$ cat config.mk
export PLATFORM = sky130hd
export DESIGN_NAME = stjs_ctrl
export DESIGN_NICKNAME = d
export VERILOG_FILES = /design/src/hw/rtl/stjs_pkg.sv /design/src/hw/rtl/stjs_ctrl.sv
export SDC_FILE = /design/constraint.sdc
export NUM_CORES = 1
export LEC_CHECK = 0
export BUFFER_PORTS_ARGS = -buffer_cell sky130_fd_sc_hd__buf_2
export CELL_PAD_IN_SITES_DETAIL_PLACEMENT = 1
export CELL_PAD_IN_SITES_GLOBAL_PLACEMENT = 1
export CORE_AREA = 8 8 45 47
export CTS_CLUSTER_DIAMETER = 80
export DETAILED_ROUTE_END_ITERATION = 10
export DIE_AREA = 0 0 53 55
export PLACE_DENSITY = 0.8
export SLEW_MARGIN = 15
export SYNTH_ARGS = -nofsm -noshare
export SYNTH_HDL_FRONTEND = slang
export SYNTH_SLANG_ARGS = --single-unit
$ cat constraint.sdc
create_clock -name clk -period 4 [get_ports clk]
set_input_delay 0.4 -clock clk [delete_from_list [all_inputs] [get_ports clk]]
set_output_delay 0.4 -clock clk [all_outputs]
set_load 0.03 [all_outputs]
$ cat src/hw/rtl/stjs_pkg.sv
package stjs_pkg;

  // Default table capacity.
  localparam int DEFAULT_MAX_ENTRIES = 1024;

  // Operation codes carried by in_op.
  localparam logic [1:0] OP_APPEND = 2'd0;
  localparam logic [1:0] OP_QUERY  = 2'd1;
  localparam logic [1:0] OP_CLEAR  = 2'd2;

  // Controller states.
  localparam logic [1:0] ST_IDLE  = 2'd0;
  localparam logic [1:0] ST_FIRST = 2'd1;
  localparam logic [1:0] ST_JUMP  = 2'd2;
  localparam logic [1:0] ST_LIN   = 2'd3;

  // Next walk index selection.
  localparam logic [1:0] IDX_HOLD  = 2'd0;
  localparam logic [1:0] IDX_ZERO  = 2'd1;
  localparam logic [1:0] IDX_PROBE = 2'd2;
  localparam logic [1:0] IDX_INC   = 2'd3;

  // Table read address selection, relative to the next walk index.
  localparam logic [1:0] RD_NONE   = 2'd0;
  localparam logic [1:0] RD_BASE   = 2'd1;
  localparam logic [1:0] RD_BASE_K = 2'd2;
  localparam logic [1:0] RD_BASE_1 = 2'd3;

  typedef struct packed {
    logic       append;
    logic       clear;
    logic       load_target;
    logic [1:0] idx_sel;
    logic [1:0] rd_sel;
    logic       res_valid;
    logic       res_found;
  } stjs_cmd_t;

  typedef struct packed {
    logic cnt_zero;
    logic eq;
    logic lt;
    logic gt;
    logic k_ok;
    logic one_ok;
  } stjs_status_t;

endpackage

$ cat src/hw/rtl/stjs_ctrl.sv
module stjs_ctrl
  import stjs_pkg::*;
(
  input  logic         clk,
  input  logic         rst_n,
  input  logic         start,
  input  logic [1:0]   in_op,
  input  stjs_status_t status,
  output stjs_cmd_t    cmd,
  output logic         busy
);

  logic [1:0] state_r;
  logic [1:0] state_nxt;

  assign busy = (state_r != ST_IDLE);

  always_ff @(posedge clk) begin
    if (!rst_n) begin
      state_r <= ST_IDLE;
    end else begin
      state_r <= state_nxt;
    end
  end

  always_comb begin
    cmd       = '0;
    state_nxt = state_r;
    unique case (state_r)
      ST_IDLE: begin
        if (start) begin
          unique case (in_op)
            OP_APPEND: cmd.append = 1'b1;
            OP_CLEAR:  cmd.clear  = 1'b1;
            OP_QUERY: begin
              if (status.cnt_zero) begin
                cmd.res_valid = 1'b1;
              end else begin
                cmd.load_target = 1'b1;
                cmd.idx_sel     = IDX_ZERO;
                cmd.rd_sel      = RD_BASE;
                state_nxt       = ST_FIRST;
              end
            end
            default: ;
          endcase
        end
      end
      ST_FIRST, ST_JUMP: begin
        if (state_r == ST_FIRST && status.eq) begin
          cmd.res_valid = 1'b1;
          cmd.res_found = 1'b1;
          state_nxt     = ST_IDLE;
        end else if (state_r == ST_FIRST || status.lt) begin
          // Either the walk has just begun or the probe ahead was below the
          // target and becomes the new position: try another jump.
          cmd.idx_sel = (state_r == ST_JUMP) ? IDX_PROBE : IDX_HOLD;
          if (status.k_ok) begin
            cmd.rd_sel = RD_BASE_K;
            state_nxt  = ST_JUMP;
          end else if (status.one_ok) begin
            cmd.rd_sel = RD_BASE_1;
            state_nxt  = ST_LIN;
          end else begin
            cmd.res_valid = 1'b1;
            state_nxt     = ST_IDLE;
          end
        end else begin
          // Jumping stops here; scan forward from the current position.
          if (status.one_ok) begin
            cmd.rd_sel = RD_BASE_1;
            state_nxt  = ST_LIN;
          end else begin
            cmd.res_valid = 1'b1;
            state_nxt     = ST_IDLE;
          end
        end
      end
      ST_LIN: begin
        if (status.eq) begin
          cmd.res_valid = 1'b1;
          cmd.res_found = 1'b1;
          state_nxt     = ST_IDLE;
        end else if (status.gt) begin
          cmd.res_valid = 1'b1;
          state_nxt     = ST_IDLE;
        end else begin
          cmd.idx_sel = IDX_INC;
          if (status.one_ok) begin
            cmd.rd_sel = RD_BASE_1;
          end else begin
            cmd.res_valid = 1'b1;
            state_nxt     = ST_IDLE;
          end
        end
      end
      default: state_nxt = ST_IDLE;
    endcase
  end

endmodule

==> impl_results.md, run 1 <==
- GR Util met2: 13.87%
- Hold-fix buffers, CTS: 0
- Type of the worst min-delay path: in -> reg
- Non-filler instance count after layout: 86
- Total power: roughly 220 uW
- Clock Skew: ~0.50 ps
- Netlist cell types: 24
- Die ar.: roughly 0.0029 mm2
- Routability cong.: approximately 0.77
- Die Ht: roughly 55 um
- Worst reg2reg path depth: 4
- Row cnt: 14
- Initial DRC Count: 4
- Post-DR wirelength/cell: 14.84 um
- Global-route wire length before repair: slightly below 2 mm
- Crit path launch type: flip-flop
- Relative slew margins: around three quarters
- Crit Path Category: reg -> out
- Setup violation total in the final timing report: 0
- Main area contributors after synthesis: ha_1, dfxtp_1, nand4bb_4, a21oi_1, nor4bb_4
- H-tree levels: 1
- Pwr dens: between 400 and 500 mW/mm2
- Diode count: 0
- R2r startpoint: state_r[1]
- Register area share after synthesis: about a tenth
- Final Hold Fails: 0
- Area growth, synth to finish: 35.02%
- Final Cycle Share: between 50% and 60%
- Crit path DAT: about 1700 ps
- Post-CTS sizing: 0
- CTS sink count: 2
- Met3 Track Usage GR: 1.604%
- Router iterations before antenna repair: 4
- Commonest non-fill, non-tap cells in the layout: buf_2, inv_1, a21oi_1, ha_1
- Clock root buffer: clkbuf_4
- Biggest area consumer among synthesized cells: ha_1
- Worst VDD drop: between 0.0002 and 0.00025 V
- Final Critical Period: 2119 ps
- Placed insts: just over 80
- Critical-path maximum fanout: 4
- Vias in the first global route: 459
- Area share of the largest cell type after synthesis: ~16%
- Post-layout worst setup margin: 1881 ps
- GRT Residual Overflow: 0
- M1 GR Usage: between 10% and 20%
- Top flop regs: state_r (2)
- Top Usage Layer GRT: met2
- Mean Syn Cell Area: a little over 8 um2
- Initial core utilization: between 20% and 30%
- Post-route ant nets: 0
- Fillcell total: about 180
- Max-cap viol count: 0
- Number of antenna violations at the first check in global routing: 0
- Reg2reg end: state_r[0]
- Critical Path Source: state_r[1]
- Share of cells above drive strength 1: between 30% and 40%
- Commonest non-fill, non-tap cell in the layout: buf_2
- CTS tree: built
- Clk Latency, worst-skew pair: around 220 ps
- Post-Syn Instances: between 40 and 50
- Residual DRC count: 0
- Port bufs: 20
- Worst EP required: 3600 ps
- Setup crit end kind: primary output
- DRT Wirelength: about 1.3 mm
- Post-DR vias/cell: ~5.2
- Vias: 449
- R2R setup slack: 2510 ps
- Ys Warns: 0
- CTS Buffer Depth: 2
- Max Transition Viols Final: 0
- Final nets: 88
- WHS: around 440 ps
- Slew @ Worst Pin: 362.8 ps
- Status: finished, final reports clean
- Die W: roughly 53 um
- Hold path start: rst_n
- RSZ-0062 raised after global routing: false
- Clock transition at path regs: about 30 ps
- GRT Util Overall: 8.843%
- Static Leakage: roughly 0.26 nW
- Post-synthesis register bit count: 2
- Post-Syn Nets: between 60 and 70
- Max reg flops: 2
- Biggest register: state_r
- Place WS: between 2000 and 2500 ps
- Setup TNS: 0 ps
- Io pins: 21
- Pin count of the biggest net entering global routing: 10
- Fmax: approximately 470 MHz
- Worst Hold End: state_r[0]
- Core Box Area: ~0.0014 mm2
- CTS buffer count: 3
- Cell Area, Synth: between 300 and 400 um2
- Post-CTS setup buffers: 0
- Hold path cells: 3
- HPWL Detailed: roughly 1.1 mm
[report_power, final]
group / switching [mW] / internal [mW] / leakage, nW / total, mW
clock network: 0.0109 / 0.0330 / 0.0138 / 0.0440
logic: 0.0982 / 0.0528 / 0.225 / 0.151
registers: 0.00393 / 0.0244 / 0.0164 / 0.0283
total: 0.113 / 0.110 / 0.255 / 0.223
[area by class of cell]
type / count / area, um2 / area share, %
flip-flops and latches: 2 / 40.04 / 7.477
clock buffers: 3 / 22.52 / 4.206
multi-input cells: 40 / 334.1 / 62.38
inverters: 5 / 18.77 / 3.505
repair buffers: 20 / 100.1 / 18.69
well taps: 16 / 20.02 / 3.738
[cells in the mapped netlist]
master and count:
a21oi_1 5, a221oi_2 1, nand4b_1 2, nand2_1 4
mux2i_1 2, o211ai_1 2, nor3_1 2, nor4b_1 1
clkbuf_1 1, nor2_1 4, o2bb2ai_1 1, nor4bb_4 1
inv_1 5, dfxtp_1 2, a211oi_1 1, a21o_2 1
o21a_1 1, or3b_1 1, nand4bb_4 1, o21ai_0 1
ha_1 5, o2111ai_1 1, a22oi_1 2, nor3b_1 1
[cells by family after synthesis]
group / synth area share [%]
muxes: 5.048
AOI/OAI and AO/OA: 29.33
and+or+nand+nor: 34.07
DFF: 10.10
adders and majority gates: 15.77
buffers and inverters: 5.678
[through the flow]
| stage | instance area, um2 | utilization (%) |
|---|---|---|
| global placement | 513.0 | 37.07 |
| finish | 535.5 | 38.70 |
| CTS | 535.5 | 38.70 |
| detailed placement | 513.0 | 37.07 |
| floorplan | 396.6 | - |
| global route | 535.5 | 38.70 |
[worst max path at each step]
stage | slack (ps) | cells after the start | end
finish | 1880 | 5 | cmd[2]
global route | 1770 | 5 | cmd[2]
CTS | 1860 | 5 | cmd[2]
detailed placement | 2100 | 5 | cmd[2]
global placement | 2130 | 5 | cmd[2]
floorplan | 1750 | 4 | cmd[8]
[worst max-delay path, stage by stage (launching register included)]
cell,delay [ps]
dfxtp_1,360
ha_1,260
nor4bb_4,430
nor2_1,70
a22oi_1,150
buf_2,230
[metal layers]
metal  part of all wire, %  wire, um  vias to the layer above
met5                     0         0                        -
met4                     0         0                        0
met3                   9.8       125                        0
met2                    45       575                       20
met1                    45       575                      201
li1                      -         -                      228
(Power assumes the default switching activity.)
==> run 2: changes to the inputs <==
--- a/config.mk
+++ b/config.mk
@@ -8,11 +8,11 @@
 export BUFFER_PORTS_ARGS = -buffer_cell sky130_fd_sc_hd__buf_2
 export CELL_PAD_IN_SITES_DETAIL_PLACEMENT = 1
 export CELL_PAD_IN_SITES_GLOBAL_PLACEMENT = 1
-export CORE_AREA = 8 8 45 47
+export CORE_MARGIN = 8
+export CORE_UTILIZATION = 29
 export CTS_CLUSTER_DIAMETER = 80
 export DETAILED_ROUTE_END_ITERATION = 10
-export DIE_AREA = 0 0 53 55
-export PLACE_DENSITY = 0.8
+export PLACE_DENSITY = 0.78
 export SLEW_MARGIN = 15
 export SYNTH_ARGS = -nofsm -noshare
 export SYNTH_HDL_FRONTEND = slang
==> constraint.sdc (replaced) <==
create_clock -name clk -period 2.1 [get_ports clk]
set_input_delay 0.21 -clock clk [delete_from_list [all_inputs] [get_ports clk]]
set_output_delay 0.21 -clock clk [all_outputs]
set_load 0.03 [all_outputs]
==> run 2 against run 1 <==
Clock power is 90% higher. Sequential share of layout area hardly changed. Final area is 0.23% lower. Worst setup slack worse by 1700 ps. Critical endpoint unchanged. Highest routed layer unchanged.
==> impl_results.md, run 2 (same netlist as run 1, synthesis figures left out) <==
- Crit path DAT: 1700 ps (-20 ps)
- Max reg flops: 2 (unchanged)
- Biggest register: state_r
- Initial core utilization: 30.87% (+2.2 points)
- Register area: 40.04 um2 (unchanged)
- Crit path launch type: flip-flop
- Status: finished, final reports clean
- H-tree levels: 1 (unchanged)
- Area growth, synth to finish: 34.70%
- Post-CTS sizing: 0 (unchanged)
- Clock Skew: 2.971 ps (+2.470 ps)
- Setup TNS: 0 ps (unchanged)
- Worst EP required: 1890 ps (-1710 ps)
- CTS sink count: 2 (unchanged)
- GRT Util Overall: 8.800% (-0.042 points)
- Post-route ant nets: 0 (unchanged)
- Fillcell total: 175 (-4.4%)
- Hold-fix buffers, CTS: 0 (unchanged)
- Row cnt: 13 (-1)
- Diode count: 0 (unchanged)
- Core Box Area: 0.001285 mm2 (-7.1%)
- GRT Residual Overflow: 0 (unchanged)
- Critical-path top delay cell: nor4bb_4
- Die W: 52.98 um (about the same)
- Total power: 420.8 uW (+89%)
- Vias in the first global route: 448 (-2.4%)
- Final Hold Fails: 0 (unchanged)
- Final nets: 88 (unchanged)
- Max Transition Viols Final: 0 (unchanged)
- Clock transition at path regs: 30 ps (about the same)
- Slew @ Worst Pin: 336.1 ps (-26.76 ps)
- CTS buffer count: 3 (unchanged)
- Residual DRC count: 0 (unchanged)
- Clk Latency, worst-skew pair: 220 ps (about the same)
- Critical-path maximum fanout: 4 (unchanged)
- WHS: 255.4 ps (-184.9 ps)
- Final Critical Period: between 1500 and 2000 ps
- Top flop regs: state_r (2)
- Routability cong.: 0.7659 (about the same)
- Commonest non-fill, non-tap cell in the layout: buf_2
- Design area: 534.3 um2 (-0.23%)
- Static Leakage: 0.2551 nW (unchanged)
- RSZ-0062 raised after global routing: false
- Worst VDD drop: 0.0004739 V (+110%)
- DRT Wirelength: 1.207 mm (-5.4%)
- Vias: 449 (unchanged)
- CTS Buffer Depth: 2 (unchanged)
- Crit Path Category: reg -> out
- Io pins: 21 (unchanged)
- Placed cell areas: 511.7 um2 (-0.24%)
- Commonest non-fill, non-tap cells in the layout: buf_2, inv_1, a21oi_1, ha_1
- Crit-path max cell delay: 400 ps (-30 ps)
- Post-DR wirelength/cell: 14.20 um (-4.3%)
- Type of the worst min-delay path: in -> reg
- Post-DR vias/cell: 5.282 (+1.2%)
- Final Cycle Share: just over 90%
- Global-route wire length before repair: 1.938 mm (-1.4%)
- Post-layout util: 41.58% (+2.9 points)
- Port bufs: 20 (unchanged)
- Setup crit end kind: primary output
- Number of antenna violations at the first check in global routing: 0 (unchanged)
- Post-CTS setup buffers: 0 (unchanged)
- CTS tree: built
- Max-cap viol count: 0 (unchanged)
- HPWL Detailed: 1.030 mm (-2.5%)
- Clock root buffer: clkbuf_4
- Cell-by-cell trace of the critical path: ha_1 > nor4bb_4 > nor2_1 > a22oi_1 > buf_2
- Die Ht: 52.98 um (-3.7%)
- Relative slew margins: 77.59% (+1.8 points)
- Pin count of the biggest net entering global routing: 10 (unchanged)
- Area of the multi-input gates: 334.1 um2 (unchanged)
- Pwr dens: 787.7 mW/mm2 (+89%)
- Fmax: 523.6 MHz
- Share of cells above drive strength 1: 38.57% (unchanged)
- Die ar.: 0.002807 mm2 (-3.7%)
- Router iterations before antenna repair: 4 (unchanged)
- Initial DRC Count: 1 (-3)
- Setup violation total in the final timing report: 0 (unchanged)
-- run 2: cell counts in the layout (fill, tap and decap cells not counted) --
No cell type changed its count.
-- run 2: worst paths after layout --
kind | startpoint | to | slack (ps) | depth (start not counted)
max reg2reg | state_r[1] | state_r[1] | 630 | 4
min reg2reg | state_r[1] | state_r[1] | 510 | 2
max | state_r[1] | cmd[2] | 190 | 5
min | rst_n | state_r[0] | 260 | 3
-- run 2: power breakdown --
| part | leakage [nW] | total (mW) | internal (mW) | switching, mW |
|---|---|---|---|---|
| Combinational | 0.225 | 0.284 | 0.100 | 0.183 |
| Clock | 0.0138 | 0.0835 | 0.0629 | 0.0205 |
| Sequential | 0.0164 | 0.0537 | 0.0464 | 0.00726 |
-- run 2: layout make-up --
class,instances,share of cell area (%)
Clock buffer,3,4.215
Timing Repair Buffer,20,18.74
Multi-Input combinational cell,40,62.53
Tap cell,15,3.513
Sequential cell,2,7.494
Inverter,5,3.513
-- run 2: layer usage --
layer,GRT usage (%),wire [um]
met1,10.08,509
met2,15.23,575
met3,1.681,122
met4,3.879,0
met5,0,0
-- run 2: worst max-delay path: cells and delay by family (launching register included) --
| family | cells | cell delay [ps] |
|---|---|---|
| buffers and inverters | 1 | 230 |
| adder cells (fa/ha/maj) | 1 | 260 |
| AND/OR/NAND/NOR | 2 | 470 |
| flip-flops | 1 | 360 |
| AO/OA/AOI/OAI | 1 | 150 |
-- run 2: metrics by stage --
stage                     setup WS (ps)  std cells
after CTS                         173.4         85
after global routing              59.66         85
after detailed placement          418.5         82
final                             190.0         85
after floorplan                   37.50         48
after global placement            450.0         82
==> run 3: changes to the inputs <==
--- a/config.mk
+++ b/config.mk
@@ -13,6 +13,7 @@
 export CTS_CLUSTER_DIAMETER = 80
 export DETAILED_ROUTE_END_ITERATION = 10
 export PLACE_DENSITY = 0.78
+export REMOVE_ABC_BUFFERS = 1
 export SLEW_MARGIN = 15
 export SYNTH_ARGS = -nofsm -noshare
 export SYNTH_HDL_FRONTEND = slang
==> run 3 against run 2 <==
Worst hold slack worse by 18 ps. Combinational power increased by 2%. Sequential power hardly changed. Flip-flop and latch count unchanged. Critical path type unchanged. Global-route usage grew 0.73 points.
==> impl_results.md, run 3 (same netlist as run 1, synthesis figures left out) <==
- Worst VDD drop: 0.0003549 V (-25%)
- Internal power: 210.1 uW (+0.16%)
- Worst Hold End: state_r[0]
- Final Critical Period: 1903 ps (-7.270 ps)
- Area growth, synth to finish: 34.70% (unchanged)
- Final nets: 88 (unchanged)
- RSZ-0062 raised after global routing: false
- Crit path launch type: flip-flop
- R2R setup slack: 670 ps (+40 ps)
- Post-layout worst setup margin: 197.3 ps (+7.270 ps)
- Io pins: 21 (unchanged)
- Setup crit end kind: primary output
- Number of antenna violations at the first check in global routing: 0 (unchanged)
- Static Leakage: 0.2551 nW (unchanged)
- Clock root buffer: clkbuf_4
- WHS: 237.0 ps (-18.48 ps)
- CTS tree: built
- Initial core utilization: 30.87% (unchanged)
- Hold path start: rst_n
- Comb pwr share: 67.6% (+0.2 points)
- Hold-fix buffers, CTS: 0 (unchanged)
- Clock transition at path regs: 30 ps (about the same)
- Placed cell areas: 511.7 um2 (unchanged)
- Register share of total power: 12.5% (-0.3 points)
- Clk Latency, worst-skew pair: 220 ps (about the same)
- Die Ht: 52.98 um (unchanged)
- Vias in the first global route: 432 (-3.6%)
- Worst reg2reg path depth: 4 (unchanged)
- Die ar.: 0.002807 mm2 (unchanged)
- Final Cycle Share: 90.60% (-0.35 points)
- Setup TNS: 0 ps (unchanged)
- DRT Wirelength: 1.298 mm (+7.5%)
- Commonest non-fill, non-tap cells in the layout: buf_2, inv_1, a21oi_1, ha_1
- Max Transition Viols Final: 0 (unchanged)
- Post-route ant nets: 0 (unchanged)
- Post-CTS setup buffers: 0 (unchanged)
- Place WS: 406.0 ps (-12.54 ps)
- Global-route wire length before repair: 2.014 mm (+3.9%)
- Critical-path maximum fanout: 4 (unchanged)
- Post-DR wirelength/cell: 15.27 um (+7.5%)
- Biggest register: state_r
- Pin count of the biggest net entering global routing: 10 (unchanged)
- Status: finished, final reports clean
- Relative slew margins: 76.70% (-0.89 points)
- Core Box Area: 0.001285 mm2 (unchanged)
- Router iterations before antenna repair: 4 (unchanged)
- CTS sink count: 2 (unchanged)
- Slew @ Worst Pin: 349.5 ps (+13.42 ps)
- Commonest non-fill, non-tap cell in the layout: buf_2
- Diode count: 0 (unchanged)
- CTS Buffer Depth: 2 (unchanged)
- Setup violation total in the final timing report: 0 (unchanged)
- Post-layout util: 41.58% (unchanged)
- Post-DR vias/cell: 5.329 (+0.89%)
- Initial DRC Count: 1 (unchanged)
- Crit path DAT: 1690 ps (about the same)
- Port bufs: 20 (unchanged)
- R2r startpoint: state_r[1]
- CTS buffer count: 3 (unchanged)
- GRT Util Overall: 9.534% (+0.73 points)
- Net Switching: 218.5 uW (+3.5%)
- Pwr dens: 802.2 mW/mm2 (+1.8%)
- HPWL Detailed: 1.104 mm (+7.2%)
- Residual DRC count: 0 (unchanged)
- Routability cong.: 0.7573 (-1.1%)
- Crit Path Category: reg -> out
- Placed insts: 82 (unchanged)
- Top flop regs: state_r (2)
- Vias: 453 (+0.89%)
- Non-filler instance count after layout: 85 (unchanged)
- Fmax: 525.6 MHz (+0.38%)
- Type of the worst min-delay path: in -> reg
- Reg2reg end: state_r[0]
- Worst EP required: 1890 ps (about the same)
- Clock Skew: 1.457 ps (-1.514 ps)
- Max reg flops: 2 (unchanged)
- Die W: 52.98 um (unchanged)
- Sw frac: 50.99% (+0.82 points)
- Max-cap viol count: 0 (unchanged)
- Share of cells above drive strength 1: 38.57% (unchanged)
- Final Hold Fails: 0 (unchanged)
- Critical Path Source: state_r[1]
- GRT Residual Overflow: 0 (unchanged)
- Clock power frac: 19.8% (about the same)
- Post-CTS sizing: 0 (unchanged)
- Hold path cells: 3 (unchanged)
- H-tree levels: 1 (unchanged)
- Design area: 534.3 um2 (unchanged)
- Fillcell total: 176 (+0.57%)
- Total power: 428.6 uW (+1.8%)
- Row cnt: 13 (unchanged)
## run 3: cell counts in the layout (fill, tap and decap cells not counted)
Identical to the previous run, type by type.
## run 3: layout make-up
cell class	count	area, um2	area share [%]
Timing Repair Buffer	20	100.1	18.74
Multi-Input combinational cell	40	334.1	62.53
Sequential cell	2	40.04	7.494
Inverter	5	18.77	3.513
Tap cell	15	18.77	3.513
Clock buffer	3	22.52	4.215
## run 3: worst max path at each step
stage	end	slack (ps)	cells past startpoint
final	cmd[2]	200	5
after global routing	cmd[2]	40	5
after CTS	cmd[2]	170	5
after detailed placement	cmd[2]	410	5
after global placement	cmd[2]	430	5
after floorplan	cmd[8]	40	4
## run 3: worst max-delay path: stages, from the launching register on
cell,delay [ps]
dfxtp_1,370
ha_1,250
nor4bb_4,390
nor2_1,70
a22oi_1,150
buf_2,230
## run 3: power by group through the flow
stage / logic, mW / clock network, mW / registers (mW)
floorplan: 0.210 / 0 / 0.0523
global placement: 0.285 / 0 / 0.0538
detailed placement: 0.292 / 0 / 0.0546
CTS: 0.292 / 0.0906 / 0.0542
global route: 0.316 / 0.0901 / 0.0543
finish: 0.290 / 0.0850 / 0.0538
## run 3: per-layer routing
metal	wire, um	vias up	track usage [%]
met4	23	0	6.466
met1	531	204	10.88
met2	630	16	15.43
li1	-	229	-
met5	0	-	0
met3	113	4	1.961
